**config.mk**
```make
export PLATFORM = sky130hd
export DESIGN_NAME = heading_pid_with_deadbands_core
export DESIGN_NICKNAME = d
export VERILOG_FILES = /design/src/rtl/hpd_pkg.sv /design/src/rtl/hpd_track.sv /design/src/rtl/hpd_mult.sv /design/src/rtl/hpd_shape.sv /design/src/rtl/heading_pid_with_deadbands_core.sv
export SDC_FILE = /design/constraint.sdc
export NUM_CORES = 2
export LEC_CHECK = 0
export ABC_AREA = 1
export CORE_MARGIN = 10
export CORE_UTILIZATION = 40
export DETAILED_ROUTE_END_ITERATION = 10
export DONT_BUFFER_PORTS = 1
export PLACE_DENSITY = 0.5
export SETUP_SLACK_MARGIN = 0.2
export SYNTH_ARGS = -nofsm -noshare
export SYNTH_HDL_FRONTEND = slang
export SYNTH_SLANG_ARGS = --single-unit
```
**constraint.sdc**
```tcl
create_clock -name clk -period 8 [get_ports clk]
set_input_delay 0.8 -clock clk [delete_from_list [all_inputs] [get_ports clk]]
set_output_delay 0.8 -clock clk [all_outputs]
set_load 0.005 [all_outputs]
```
**src/rtl/hpd_pkg.sv**
```systemverilog
// Shared types, constants and register codes for the heading PID core.
package hpd_pkg;

  localparam int ANGLE_BITS_DEF = 16;
  localparam int GAIN_SHIFT_DEF = 16;

  localparam int HDG_W      = 16;
  localparam int GAIN_W     = 20;
  localparam int LIM_W      = 24;
  localparam int BAND_W     = 15;
  localparam int SUM_W      = 25;
  localparam int CFG_DATA_W = 24;
  localparam int CFG_IDX_W  = 3;

  typedef enum logic {
    OP_CMD  = 1'b0,
    OP_MEAS = 1'b1
  } op_t;

  typedef enum logic [CFG_IDX_W-1:0] {
    REG_PROP_GAIN      = 3'd0,
    REG_INT_GAIN       = 3'd1,
    REG_DERIV_GAIN     = 3'd2,
    REG_SUM_LIMIT      = 3'd3,
    REG_ERROR_BAND     = 3'd4,
    REG_TURN_DEADBAND  = 3'd5,
    REG_TURN_MAX       = 3'd6,
    REG_SPEED_DEADBAND = 3'd7
  } cfg_idx_t;

  typedef struct packed {
    logic [GAIN_W-1:0] prop_gain;
    logic [GAIN_W-1:0] int_gain;
    logic [GAIN_W-1:0] deriv_gain;
    logic [LIM_W-1:0]  sum_limit;
    logic [BAND_W-1:0] error_band;
    logic [BAND_W-1:0] turn_deadband;
    logic [BAND_W-1:0] turn_max;
    logic [BAND_W-1:0] speed_deadband;
  } cfg_t;

  localparam cfg_t CFG_RESET = '{
    prop_gain:      20'd25736,
    int_gain:       20'd51,
    deriv_gain:     20'd64340,
    sum_limit:      24'd521520,
    error_band:     15'd910,
    turn_deadband:  15'd1229,
    turn_max:       15'd4096,
    speed_deadband: 15'd1229
  };

endpackage

```
**src/rtl/hpd_track.sv**
```systemverilog
// Controller state, wrapped heading error and clamped error sum (first stage).
module hpd_track import hpd_pkg::*; #(
  parameter int ANGLE_BITS = ANGLE_BITS_DEF
) (
  input  logic                         clk,
  input  logic                         rst_n,
  input  cfg_t                         cfg,
  input  logic                         in_v,
  output logic                         up_ready,
  input  logic                         op,
  input  logic signed [HDG_W-1:0]      target_heading,
  input  logic signed [HDG_W-1:0]      target_speed,
  input  logic signed [HDG_W-1:0]      measured_heading,
  output logic                         s1_valid_r,
  input  logic                         dn_ready,
  output logic signed [ANGLE_BITS-1:0] s1_err_r,
  output logic signed [SUM_W-1:0]      s1_sum_r,
  output logic signed [ANGLE_BITS:0]   s1_diff_r,
  output logic signed [HDG_W-1:0]      s1_speed_r
);

  localparam int EXT_W = (ANGLE_BITS > HDG_W) ? ANGLE_BITS : HDG_W;
  localparam int CMP_W = (ANGLE_BITS > BAND_W) ? ANGLE_BITS : BAND_W;
  localparam int SUM_X = LIM_W + 2;

  logic signed [HDG_W-1:0]      goal_heading_r;
  logic signed [HDG_W-1:0]      goal_speed_r;
  logic signed [SUM_W-1:0]      error_sum_r;
  logic signed [ANGLE_BITS-1:0] last_error_r;
  logic                         command_seen_r;

  logic                         take;
  logic                         is_meas;
  logic signed [EXT_W-1:0]      gh_x;
  logic signed [EXT_W-1:0]      mh_x;
  logic signed [EXT_W-1:0]      dh;
  logic signed [ANGLE_BITS-1:0] e_raw;
  logic [ANGLE_BITS-1:0]        e_mag;
  logic                         below;
  logic signed [ANGLE_BITS-1:0] e_z;
  logic signed [SUM_X-1:0]      sum_add;
  logic signed [SUM_X-1:0]      lim_x;
  logic signed [SUM_X-1:0]      sum_clamp;
  logic signed [SUM_W-1:0]      sum_new;
  logic signed [ANGLE_BITS:0]   diff;
  logic signed [HDG_W:0]        spd_x;
  logic [HDG_W:0]               spd_mag;
  logic signed [HDG_W-1:0]      speed_new;

  assign up_ready = !s1_valid_r || dn_ready;
  assign take     = in_v && up_ready;
  assign is_meas  = (op_t'(op) == OP_MEAS);

  // error wraps modulo one full turn of ANGLE_BITS
  assign gh_x  = EXT_W'(goal_heading_r);
  assign mh_x  = EXT_W'(measured_heading);
  assign dh    = gh_x - mh_x;
  assign e_raw = dh[ANGLE_BITS-1:0];
  assign e_mag = e_raw[ANGLE_BITS-1] ? ANGLE_BITS'(-e_raw) : ANGLE_BITS'(e_raw);
  assign below = CMP_W'(e_mag) < CMP_W'(cfg.error_band);
  assign e_z   = below ? '0 : e_raw;

  assign sum_add   = SUM_X'(error_sum_r) + SUM_X'(e_raw);
  assign lim_x     = $signed({{(SUM_X-LIM_W){1'b0}}, cfg.sum_limit});
  assign sum_clamp = (sum_add > lim_x)  ? lim_x :
                     (sum_add < -lim_x) ? -lim_x : sum_add;
  assign sum_new   = below ? '0 : SUM_W'(sum_clamp);
  assign diff      = (ANGLE_BITS+1)'(e_z) - (ANGLE_BITS+1)'(last_error_r);

  assign spd_x     = (HDG_W+1)'(target_speed);
  assign spd_mag   = spd_x[HDG_W] ? (HDG_W+1)'(-spd_x) : (HDG_W+1)'(spd_x);
  assign speed_new = (spd_mag < (HDG_W+1)'(cfg.speed_deadband)) ? '0 : target_speed;

  always_ff @(posedge clk) begin
    if (!rst_n) begin
      goal_heading_r <= '0;
      goal_speed_r   <= '0;
      error_sum_r    <= '0;
      last_error_r   <= '0;
      command_seen_r <= 1'b0;
      s1_valid_r     <= 1'b0;
    end else begin
      if (take) begin
        if (!is_meas) begin
          goal_heading_r <= target_heading;
          goal_speed_r   <= speed_new;
          error_sum_r    <= '0;
          last_error_r   <= '0;
          command_seen_r <= 1'b1;
        end else if (command_seen_r) begin
          error_sum_r  <= sum_new;
          last_error_r <= e_z;
        end
      end
      if (up_ready) begin
        s1_valid_r <= in_v && is_meas && command_seen_r;
      end
    end
  end

  always_ff @(posedge clk) begin
    if (take && is_meas) begin
      s1_err_r   <= e_z;
      s1_sum_r   <= sum_new;
      s1_diff_r  <= diff;
      s1_speed_r <= goal_speed_r;
    end
  end

`ifndef ASSERT_OFF
  a_cmd_sets_seen: assert property (@(posedge clk) disable iff (!rst_n)
    (take && !is_meas) |=> command_seen_r)
    else $error("command transfer did not mark a command as seen");

  a_cmd_no_result: assert property (@(posedge clk) disable iff (!rst_n)
    (take && !is_meas) |=> !s1_valid_r)
    else $error("command transfer produced a result");

  a_meas_result: assert property (@(posedge clk) disable iff (!rst_n)
    (take && is_meas && command_seen_r) |=> s1_valid_r)
    else $error("measurement after command produced no result");

  a_no_cmd_hold: assert property (@(posedge clk) disable iff (!rst_n)
    (take && is_meas && !command_seen_r) |=>
      ($stable(error_sum_r) && $stable(last_error_r) && !s1_valid_r))
    else $error("measurement before any command changed state");
`endif

endmodule

```
**src/rtl/hpd_mult.sv**
```systemverilog
// Registered P, I and D gain products (second stage).
module hpd_mult import hpd_pkg::*; #(
  parameter int ANGLE_BITS = ANGLE_BITS_DEF
) (
  input  logic                                clk,
  input  logic                                rst_n,
  input  cfg_t                                cfg,
  input  logic                                in_v,
  output logic                                up_ready,
  input  logic signed [ANGLE_BITS-1:0]        err,
  input  logic signed [SUM_W-1:0]             err_sum,
  input  logic signed [ANGLE_BITS:0]          err_diff,
  input  logic signed [HDG_W-1:0]             speed,
  output logic                                s2_valid_r,
  input  logic                                dn_ready,
  output logic signed [GAIN_W+ANGLE_BITS:0]   prod_p_r,
  output logic signed [GAIN_W+SUM_W:0]        prod_i_r,
  output logic signed [GAIN_W+ANGLE_BITS+1:0] prod_d_r,
  output logic signed [ANGLE_BITS-1:0]        s2_err_r,
  output logic signed [HDG_W-1:0]             s2_speed_r
);

  logic signed [GAIN_W:0] pg_s;
  logic signed [GAIN_W:0] ig_s;
  logic signed [GAIN_W:0] dg_s;
  logic                   take;

  assign pg_s     = $signed({1'b0, cfg.prop_gain});
  assign ig_s     = $signed({1'b0, cfg.int_gain});
  assign dg_s     = $signed({1'b0, cfg.deriv_gain});
  assign up_ready = !s2_valid_r || dn_ready;
  assign take     = in_v && up_ready;

  always_ff @(posedge clk) begin
    if (!rst_n) begin
      s2_valid_r <= 1'b0;
    end else if (up_ready) begin
      s2_valid_r <= in_v;
    end
  end

  always_ff @(posedge clk) begin
    if (take) begin
      prod_p_r   <= pg_s * err;
      prod_i_r   <= ig_s * err_sum;
      prod_d_r   <= dg_s * err_diff;
      s2_err_r   <= err;
      s2_speed_r <= speed;
    end
  end

endmodule

```
**src/rtl/hpd_shape.sv**
```systemverilog
// Drive sum, gain shift, turn deadband, turn clamp and result register.
module hpd_shape import hpd_pkg::*; #(
  parameter int ANGLE_BITS = ANGLE_BITS_DEF,
  parameter int GAIN_SHIFT = GAIN_SHIFT_DEF
) (
  input  logic                                clk,
  input  logic                                rst_n,
  input  cfg_t                                cfg,
  input  logic                                in_v,
  output logic                                up_ready,
  input  logic signed [GAIN_W+ANGLE_BITS:0]   prod_p,
  input  logic signed [GAIN_W+SUM_W:0]        prod_i,
  input  logic signed [GAIN_W+ANGLE_BITS+1:0] prod_d,
  input  logic signed [ANGLE_BITS-1:0]        err,
  input  logic signed [HDG_W-1:0]             speed,
  output logic                                out_valid,
  input  logic                                out_ready,
  output logic signed [HDG_W-1:0]             out_speed_cmd,
  output logic signed [HDG_W-1:0]             out_turn_cmd,
  output logic signed [HDG_W-1:0]             out_heading_error
);

  localparam int SW = GAIN_W + SUM_W + 3;

  logic signed [SW-1:0]    total;
  logic signed [SW-1:0]    drive;
  logic signed [SW-1:0]    db_x;
  logic signed [SW-1:0]    tmax_x;
  logic signed [SW-1:0]    drive_db;
  logic signed [SW-1:0]    drive_cl;
  logic                    take;
  logic                    out_valid_r;
  logic signed [HDG_W-1:0] speed_r;
  logic signed [HDG_W-1:0] turn_r;
  logic signed [HDG_W-1:0] herr_r;

  assign total  = SW'(prod_p) + SW'(prod_i) + SW'(prod_d);
  // arithmetic shift rounds toward minus infinity
  assign drive  = total >>> GAIN_SHIFT;
  assign db_x   = $signed({{(SW-BAND_W){1'b0}}, cfg.turn_deadband});
  assign tmax_x = $signed({{(SW-BAND_W){1'b0}}, cfg.turn_max});

  always_comb begin
    drive_db = drive;
    if (drive > 0 && drive < db_x) begin
      drive_db = db_x;
    end else if (drive < 0 && drive > -db_x) begin
      drive_db = -db_x;
    end
    drive_cl = drive_db;
    if (drive_db > tmax_x) begin
      drive_cl = tmax_x;
    end else if (drive_db < -tmax_x) begin
      drive_cl = -tmax_x;
    end
  end

  assign up_ready = !out_valid_r || out_ready;
  assign take     = in_v && up_ready;

  always_ff @(posedge clk) begin
    if (!rst_n) begin
      out_valid_r <= 1'b0;
    end else if (up_ready) begin
      out_valid_r <= in_v;
    end
  end

  always_ff @(posedge clk) begin
    if (take) begin
      speed_r <= speed;
      turn_r  <= HDG_W'(drive_cl);
      herr_r  <= HDG_W'(err);
    end
  end

  assign out_valid         = out_valid_r;
  assign out_speed_cmd     = speed_r;
  assign out_turn_cmd      = turn_r;
  assign out_heading_error = herr_r;

endmodule

```
**src/rtl/heading_pid_with_deadbands_core.sv**
```systemverilog
// Pipeline: an input transfer passes through the input reg, error stage, product
// stage and result reg; commands and measurements before any command give no
// result. Throughput: one item per cycle while out_ready is not held low, four-register pipeline.
// Reset (synchronous, active low): registers back to defaults, goal, error sum and
// last error cleared, no command seen, pipeline empty. No clearing pass.
module heading_pid_with_deadbands_core import hpd_pkg::*; #(
  parameter int ANGLE_BITS = ANGLE_BITS_DEF,
  parameter int GAIN_SHIFT = GAIN_SHIFT_DEF
) (
  input  logic                         clk,
  input  logic                         rst_n,
  input  logic                         cfg_we,
  input  logic [CFG_IDX_W-1:0]         cfg_index,
  input  logic [CFG_DATA_W-1:0]        cfg_wdata,
  input  logic                         in_valid,
  output logic                         in_ready,
  input  logic                         in_op,
  input  logic signed [HDG_W-1:0]      in_target_heading,
  input  logic signed [HDG_W-1:0]      in_target_speed,
  input  logic signed [HDG_W-1:0]      in_measured_heading,
  output logic                         out_valid,
  input  logic                         out_ready,
  output logic signed [HDG_W-1:0]      out_speed_cmd,
  output logic signed [HDG_W-1:0]      out_turn_cmd,
  output logic signed [HDG_W-1:0]      out_heading_error
);

  cfg_t                          cfg_r;
  logic                          s0_valid_r;
  logic                          s0_op_r;
  logic signed [HDG_W-1:0]       s0_target_heading_r;
  logic signed [HDG_W-1:0]       s0_target_speed_r;
  logic signed [HDG_W-1:0]       s0_measured_heading_r;
  logic                          s0_ready;

  logic                          s1_valid;
  logic                          s1_ready;
  logic signed [ANGLE_BITS-1:0]  s1_err;
  logic signed [SUM_W-1:0]       s1_sum;
  logic signed [ANGLE_BITS:0]    s1_diff;
  logic signed [HDG_W-1:0]       s1_speed;

  logic                                s2_valid;
  logic                                s2_ready;
  logic signed [GAIN_W+ANGLE_BITS:0]   s2_prod_p;
  logic signed [GAIN_W+SUM_W:0]        s2_prod_i;
  logic signed [GAIN_W+ANGLE_BITS+1:0] s2_prod_d;
  logic signed [ANGLE_BITS-1:0]        s2_err;
  logic signed [HDG_W-1:0]             s2_speed;

  always_ff @(posedge clk) begin
    if (!rst_n) begin
      cfg_r <= CFG_RESET;
    end else if (cfg_we) begin
      case (cfg_idx_t'(cfg_index))
        REG_PROP_GAIN:      cfg_r.prop_gain      <= cfg_wdata[GAIN_W-1:0];
        REG_INT_GAIN:       cfg_r.int_gain       <= cfg_wdata[GAIN_W-1:0];
        REG_DERIV_GAIN:     cfg_r.deriv_gain     <= cfg_wdata[GAIN_W-1:0];
        REG_SUM_LIMIT:      cfg_r.sum_limit      <= cfg_wdata[LIM_W-1:0];
        REG_ERROR_BAND:     cfg_r.error_band     <= cfg_wdata[BAND_W-1:0];
        REG_TURN_DEADBAND:  cfg_r.turn_deadband  <= cfg_wdata[BAND_W-1:0];
        REG_TURN_MAX:       cfg_r.turn_max       <= cfg_wdata[BAND_W-1:0];
        REG_SPEED_DEADBAND: cfg_r.speed_deadband <= cfg_wdata[BAND_W-1:0];
        default: ;
      endcase
    end
  end

  // input register; refills in the same cycle it hands off
  assign in_ready = !s0_valid_r || s0_ready;

  always_ff @(posedge clk) begin
    if (!rst_n) begin
      s0_valid_r <= 1'b0;
    end else if (in_ready) begin
      s0_valid_r <= in_valid;
    end
  end

  always_ff @(posedge clk) begin
    if (in_valid && in_ready) begin
      s0_op_r               <= in_op;
      s0_target_heading_r   <= in_target_heading;
      s0_target_speed_r     <= in_target_speed;
      s0_measured_heading_r <= in_measured_heading;
    end
  end

  hpd_track #(
    .ANGLE_BITS(ANGLE_BITS)
  ) u_track (
    .clk              (clk),
    .rst_n            (rst_n),
    .cfg              (cfg_r),
    .in_v             (s0_valid_r),
    .up_ready         (s0_ready),
    .op               (s0_op_r),
    .target_heading   (s0_target_heading_r),
    .target_speed     (s0_target_speed_r),
    .measured_heading (s0_measured_heading_r),
    .s1_valid_r       (s1_valid),
    .dn_ready         (s1_ready),
    .s1_err_r         (s1_err),
    .s1_sum_r         (s1_sum),
    .s1_diff_r        (s1_diff),
    .s1_speed_r       (s1_speed)
  );

  hpd_mult #(
    .ANGLE_BITS(ANGLE_BITS)
  ) u_mult (
    .clk        (clk),
    .rst_n      (rst_n),
    .cfg        (cfg_r),
    .in_v       (s1_valid),
    .up_ready   (s1_ready),
    .err        (s1_err),
    .err_sum    (s1_sum),
    .err_diff   (s1_diff),
    .speed      (s1_speed),
    .s2_valid_r (s2_valid),
    .dn_ready   (s2_ready),
    .prod_p_r   (s2_prod_p),
    .prod_i_r   (s2_prod_i),
    .prod_d_r   (s2_prod_d),
    .s2_err_r   (s2_err),
    .s2_speed_r (s2_speed)
  );

  hpd_shape #(
    .ANGLE_BITS(ANGLE_BITS),
    .GAIN_SHIFT(GAIN_SHIFT)
  ) u_shape (
    .clk               (clk),
    .rst_n             (rst_n),
    .cfg               (cfg_r),
    .in_v              (s2_valid),
    .up_ready          (s2_ready),
    .prod_p            (s2_prod_p),
    .prod_i            (s2_prod_i),
    .prod_d            (s2_prod_d),
    .err               (s2_err),
    .speed             (s2_speed),
    .out_valid         (out_valid),
    .out_ready         (out_ready),
    .out_speed_cmd     (out_speed_cmd),
    .out_turn_cmd      (out_turn_cmd),
    .out_heading_error (out_heading_error)
  );

endmodule

```
After elaboration in Yosys (flattened, before gate mapping) --
Cells that the tools add are included. W data, S select, Z words.
Word-level totals: register bits 546, input bits 81, word-level logic and storage cells 109
Operators by class: add/subtract/negate cells 10, multiply operators 3, order comparisons 10, eq/ne operators 8, muxes and demuxes 15, bitwise logic cells 1, reduce and logical (&&, ||, !) cells 28
Operators by type and width (count):
- $mux W25 | 5
- $mux W16 | 6
- $mux W48 | 2
- $neg A15 Y48 | 2
- $add A47 B38 Y48 | 1
- $gt A32 B48 Y1 | 1
- $gt A48 B16 Y1 | 1
- $lt A48 B48 Y1 | 1
- $add A37 B46 Y47 | 1
- $mul A21 B25 Y46 | 1
- $mul A21 B17 Y38 | 1
- $mul A21 B16 Y37 | 1
- $gt A32 B1 Y1 const B | 1
- $lt A32 B1 Y1 const B | 1
- $lt A32 B16 Y1 | 1
- $add A25 B16 Y26 | 1
- $gt A26 B25 Y1 | 1
- $lt A26 B26 Y1 | 1
- $neg A24 Y26 | 1
- $reduce_and A2 Y1 | 10
- $lt A17 B15 Y1 | 1
- $mux W17 | 1
- $neg A16 Y17 | 1
- $sub A16 B16 Y17 | 1
- 13 further kinds | 31

Depth between registers and ports, before layout --
depth in word-level cells 9, mapped depth 57, depth with buffers taken out 55

Cells and area by module --
Synthesis repeated with hierarchy kept, for this count alone.
Second synthesis, totals: cells, all modules 10257, area total of the unflattened synthesis 78034.8 um^2
By module, submodules not included:
- hpd_mult | times used 1, cells each 6269, area each 48809.3 um^2, seq. area each 4614.4 um^2
- hpd_track | times used 1, cells each 1714, area each 12095.4 um^2, seq. area each 3723.6 um^2
- hpd_shape | times used 1, cells each 1447, area each 10100.9 um^2, seq. area each 1461.4 um^2
- heading_pid_with_deadbands_core | times used 1, cells each 827, area each 7029.2 um^2, seq. area each 4374.2 um^2

Least setup slack after synthesis --
Ideal clock, no wire load.
path kind reg2reg, start register cfg_r[110] in the netlist's numbering, end register u_mult.prod_i_r[44] (data pin), arrival 6.902 ns, data required time 7.724 ns, slack 0.823 ns, cell stages (with the launch flop) 32, path buffers 2, period minus slack after synthesis 7.177 ns, cell sequence dfxtp_1 clkbuf_1 clkbuf_1 nand2_1 fa_1 inv_1 fa_1 inv_1 fa_1 inv_1 fa_1 inv_1 fa_1 inv_1 fa_1 fa_1 ha_1 a21oi_1 o21ai_0 nand2_1 o2111ai_1 a21oi_1 inv_1 nand4_1 o211ai_1 a21oi_1 o21ai_0 a21oi_1 o21ai_0 nand2_1 o311ai_0 xor2_1
On the way: word-level cells in the longest chain between the ends 1
RTL lines:
- start: declaration | RTL line heading_pid_with_deadbands_core.sv:28 | cfg_t cfg_r;
- $mul A21 B25 Y46 | RTL line hpd_mult.sv:45 | prod_i_r <= ig_s * err_sum;
- end signal: assignment | RTL line hpd_mult.sv:45
- end: declaration | RTL line hpd_mult.sv:17 | output logic signed [GAIN_W+SUM_W:0] prod_i_r,
No other way between the ends. A chain may end at the register's enable or synchronous reset.

Worst setup path in the final report --
start register cfg_r[116] in the netlist's numbering, end register u_mult.prod_i_r[34] (data pin)
The elaborated chain is that of the path after synthesis.

==> metrics.md <==
| Metric | Value |
|---|---|
| FFs w/ async S/R, synth | `0` |
| Layout cell share with drive strength beyond 1 | `0.0819` |
| Avg Cell Area, Syn | `8.35 um2` |
| Register area | `14200 um2` |
| Cells after synthesis | `8602` |
| Hold_sp | `in_target_speed[1]` |
| Largest net degree at the start of global routing | `158` |
| Clock power share | `0.102` |
| Crit. Startpoint | `cfg_r[116]` |
| Final HPWL DP | `180000 um` |
| Pre-CTS setup slack | `-0.310 ns` |
| Post-route clock period utilization | `0.934` |
| Net Sw Frac | `0.526` |
| Worst Slack Setup Final | `0.525 ns` |
| Synthesis warning total | `0` |
| Leak | `41.4 nW` |
| Max transition margin | `0.209` |
| Maximum buffer depth of the clock tree | `3` |
| Fmax achieved | `0.134 GHz` |
| Hold Violations, Final | `0` |
| Core area | `178000 um2` |
| # fillers | `17800` |
| Initial DRC count | `around 3400` |
| Layout area overhead | `10.8%` |
| Post-Syn Area | `71800 um2` |
| Port buffer count | `0` |
| Worst setup EP type | `flop` |
| Reg clk slew, reported paths | `roughly 0.06 ns` |
| Synth top area cells | `fa_1 (30%), edfxtp_1 (14%), ha_1 (12%)` |
| CTS tree | `done` |
| CP required | `8.39 ns` |
| Worst Hold End | `s0_target_speed_r[1]` |
| Cell-internal power | `15.7 mW` |
| Logic pwr share | `0.764` |
| Via count | `55200` |
| Slowest cell delay on critical path | `approximately 0.64 ns` |
| Post-synth top area cell | `fa_1` |
| EDFF count, synth | `roughly 320` |
| Util after Layout | `0.446` |
| Initial antenna violation count | `23` |
| Final ANT Viol Nets | `0` |
| Effective utilization at floorplan | `0.402` |
| Power Total | `around 33 mW` |
| CP max FO | `15` |
| Cell Chain, Critical Path | `buf_4, nand2_1, fa_1, fa_1, fa_1, fa_1, fa_1, inv_1, fa_1, fa_1, ha_1, nand2_1, nor2_1, nand2_1, nor4_2, a21oi_2, inv_1, nand4_1, o211ai_1, a21oi_2, o21ai_0, buf_4, xor2_1` |
| Final Skew | `0.0397 ns` |
| Pwr/cell area | `415 nW/um2` |
| Max-slew violation count | `0` |
| Reg-to-reg slack, setup | `0.52 ns` |
| Max rail drop VDD | `between 0.001 and 0.0015 V` |
| First-pass GRT wire length | `347000 um` |
| Maxcap violations | `0` |
| Critical path type | `reg2reg` |
| Reg2Reg Depth | `23` |
| Vias per Instance | `just under 5` |
| Final Critical Period | `7.48 ns` |
| Clock root buffer master | `clkbuf_16` |
| Vias in the first global route | `around 57000` |
| Synth cell types | `64` |
| TritonRoute pass-1 iters | `8` |
| Placed cell area | `75700 um2` |
| IO Count | `~130` |
| Total Routing Usage GR | `0.228` |
| Sw power | `between 15 and 20 mW` |
| Worst hold path type | `in2reg` |
| Worst Hold Depth | `0` |
| Post-CTS Hold Fix Bufs | `0` |
| Setup crit start kind | `flop` |
| TritonCTS Sinks | `546` |
| Sequential share of power | `0.134` |
| Worst R2R End | `u_mult.prod_i_r[34]` |
| Fin Hold WS | `0.209 ns` |
| R2R Path Start | `cfg_r[116]` |
| Final nets | `approximately 11000` |
| Total gr overflow | `0` |
| # setup viols final | `0` |
| CP max-delay cell | `fa_1` |
| Final wirelength | `between 200000 and 250000 um` |
| Outcome | `finished clean` |
| WL/cell | `slightly above 20 um` |
| Worst skew pair latency | `0.69 ns` |
| Cell repeated most along the worst path | `fa_1` |
| Primary FF master, synth | `edfxtp_1` |
| Die Width | `approximately 440 um` |
| Yosys top cell area share | `0.300` |
| H-Tree Depth | `3` |
| Die height | `444 um` |
| Least-Margin Pin Slew | `between 1 and 1.5 ns` |
| Design area | `about 80000 um2` |
| Arr. time, crit path | `7.87 ns` |
| Synth Register Bits | `546` |
| Drt drc | `0` |
| CTS Buf Count | `68` |
| Placer Congestion | `0.910` |
| Area of the multi-input gates | `49000 um2` |
| Row Count | `155` |
| Net count after synthesis | `10400` |
| RSZ-0062 raised after global routing | `yes` |
| Die area | `197000 um2` |
| Sequential share of the synthesized area | `0.197` |
==> critical path: cells and delay by family, from the launching register on <==
family	cells	cell delay, ns
fa+ha+maj	8	3.98
simple gates	6	0.83
compound gates	4	0.71
buf+inv	4	0.60
xor+xnor	1	0.53
flops	1	0.52
==> state kept, by name, indices dropped and copies added (netlist names), 17 cells and up <==
signal and count:
u_mult.prod_p_r 37, cfg_r 144, u_track.s1_sum_r 25, u_mult.prod_i_r 46, u_mult.prod_d_r 38, u_track.error_sum_r 25
u_track.s1_diff_r 17
==> cells by family (layout without fill, tap and decap cells) <==
group / Yosys count / count (layout) / synth area share
flops: 546 / 546 / 0.197
compound gates: 887 / 887 / 0.0687
simple gates: 2692 / 2692 / 0.153
buf+inv: 2453 / 2583 / 0.130
other cells: 0 / 14 / 0
fa+ha+maj: 1762 / 1762 / 0.420
xor+xnor: 262 / 262 / 0.0320
==> cells in the mapped netlist, drive strengths merged (3+ instances only) <==
master	count
dfxtp	222
o2111ai	3
a21oi	434
o31ai	7
o21bai	20
o211ai	43
nor3	62
inv	2087
buf	28
o221a	3
xor2	179
ha	686
a211oi	14
a21boi	21
clkbuf	333
o221ai	9
nand4	55
nand2	1958
o21a	20
nand3	199
o21ai	275
nor4	12
a21o	15
clkinv	5
nor2	353
xnor2	83
a31oi	15
and2	3
nand3b	7
edfxtp	324
fa	1076
or2	38
==> final cells by class <==
type / count / share of cell area
multi-input cells: 5603 / 0.616
well taps: 2355 / 0.0370
repair buffers: 366 / 0.0390
clock buffers: 78 / 0.0225
inverters: 2092 / 0.0990
diodes: 14 / 0.000440
repair inverters: 1 / 0.0000629
clock inverters: 46 / 0.00741
flip-flops and latches: 546 / 0.178
==> cell usage in the layout (no fill, tap or decap), drive strengths merged, types with 10 or more instances in the layout <==
master / instances
dfxtp: 222
fa: 1076
a21oi: 434
a31oi: 15
nor4: 12
o211ai: 43
a211oi: 14
o21bai: 20
o21ai: 275
nand4: 55
a21o: 15
inv: 2093
xnor2: 83
or2: 38
clkbuf: 80
o21a: 20
nor2: 353
buf: 364
bufinv: 10
diode: 14
edfxtp: 324
xor2: 179
ha: 686
clkinv: 31
nand2: 1958
nand3: 199
a21boi: 21
nor3: 62
==> repair_timing <==
action                                  4_1_cts  5_1_grt
pin swaps                                     1       38
setup buffers                                36       30
endpoints found under the setup margin       23       85
cloned                                        0        3
resized for setup                            21      160
==> worst max path at each step <==
stage	depth (start not counted)	end	slack, ns
finish	23	u_mult.prod_i_r[34]	0.52
global route	53	u_shape.out_turn_cmd[0]	0.16
detailed placement	41	u_shape.out_turn_cmd[7]	-0.31
global placement	49	u_shape.out_turn_cmd[11]	-0.35
CTS	52	u_shape.out_turn_cmd[7]	0.21
floorplan	31	u_mult.prod_i_r[44]	0.82
==> stage by stage <==
| step | instances | TNS [ns] |
|---|---|---|
| after floorplan | 8602 | 0 |
| after global placement | 10900 | -5.47 |
| after detailed placement | 10900 | -4.60 |
| after CTS | 11100 | 0 |
| after global routing | 11100 | 0 |
| final | 11100 | 0 |
==> per-layer routing <==
metal / vias to the layer above / track usage / wire length [um]
li1: 26200 / - / -
met1: 27400 / 0.298 / 97400
met2: 1209 / 0.390 / 109000
met3: 331 / 0.0302 / 11100
met4: 24 / 0.0730 / 7630
met5: - / 0 / 194
==> power groups by stage <==
stage / registers, mW / clock network, mW / logic (mW)
floorplan: 4.38 / 0 / 16.0
global placement: 4.53 / 0 / 24.8
detailed placement: 4.53 / 0 / 24.9
CTS: 4.45 / 3.45 / 25.2
global route: 4.44 / 3.54 / 28.1
finish: 4.44 / 3.37 / 25.2
Note: power is estimated with default switching activity, not from simulation.
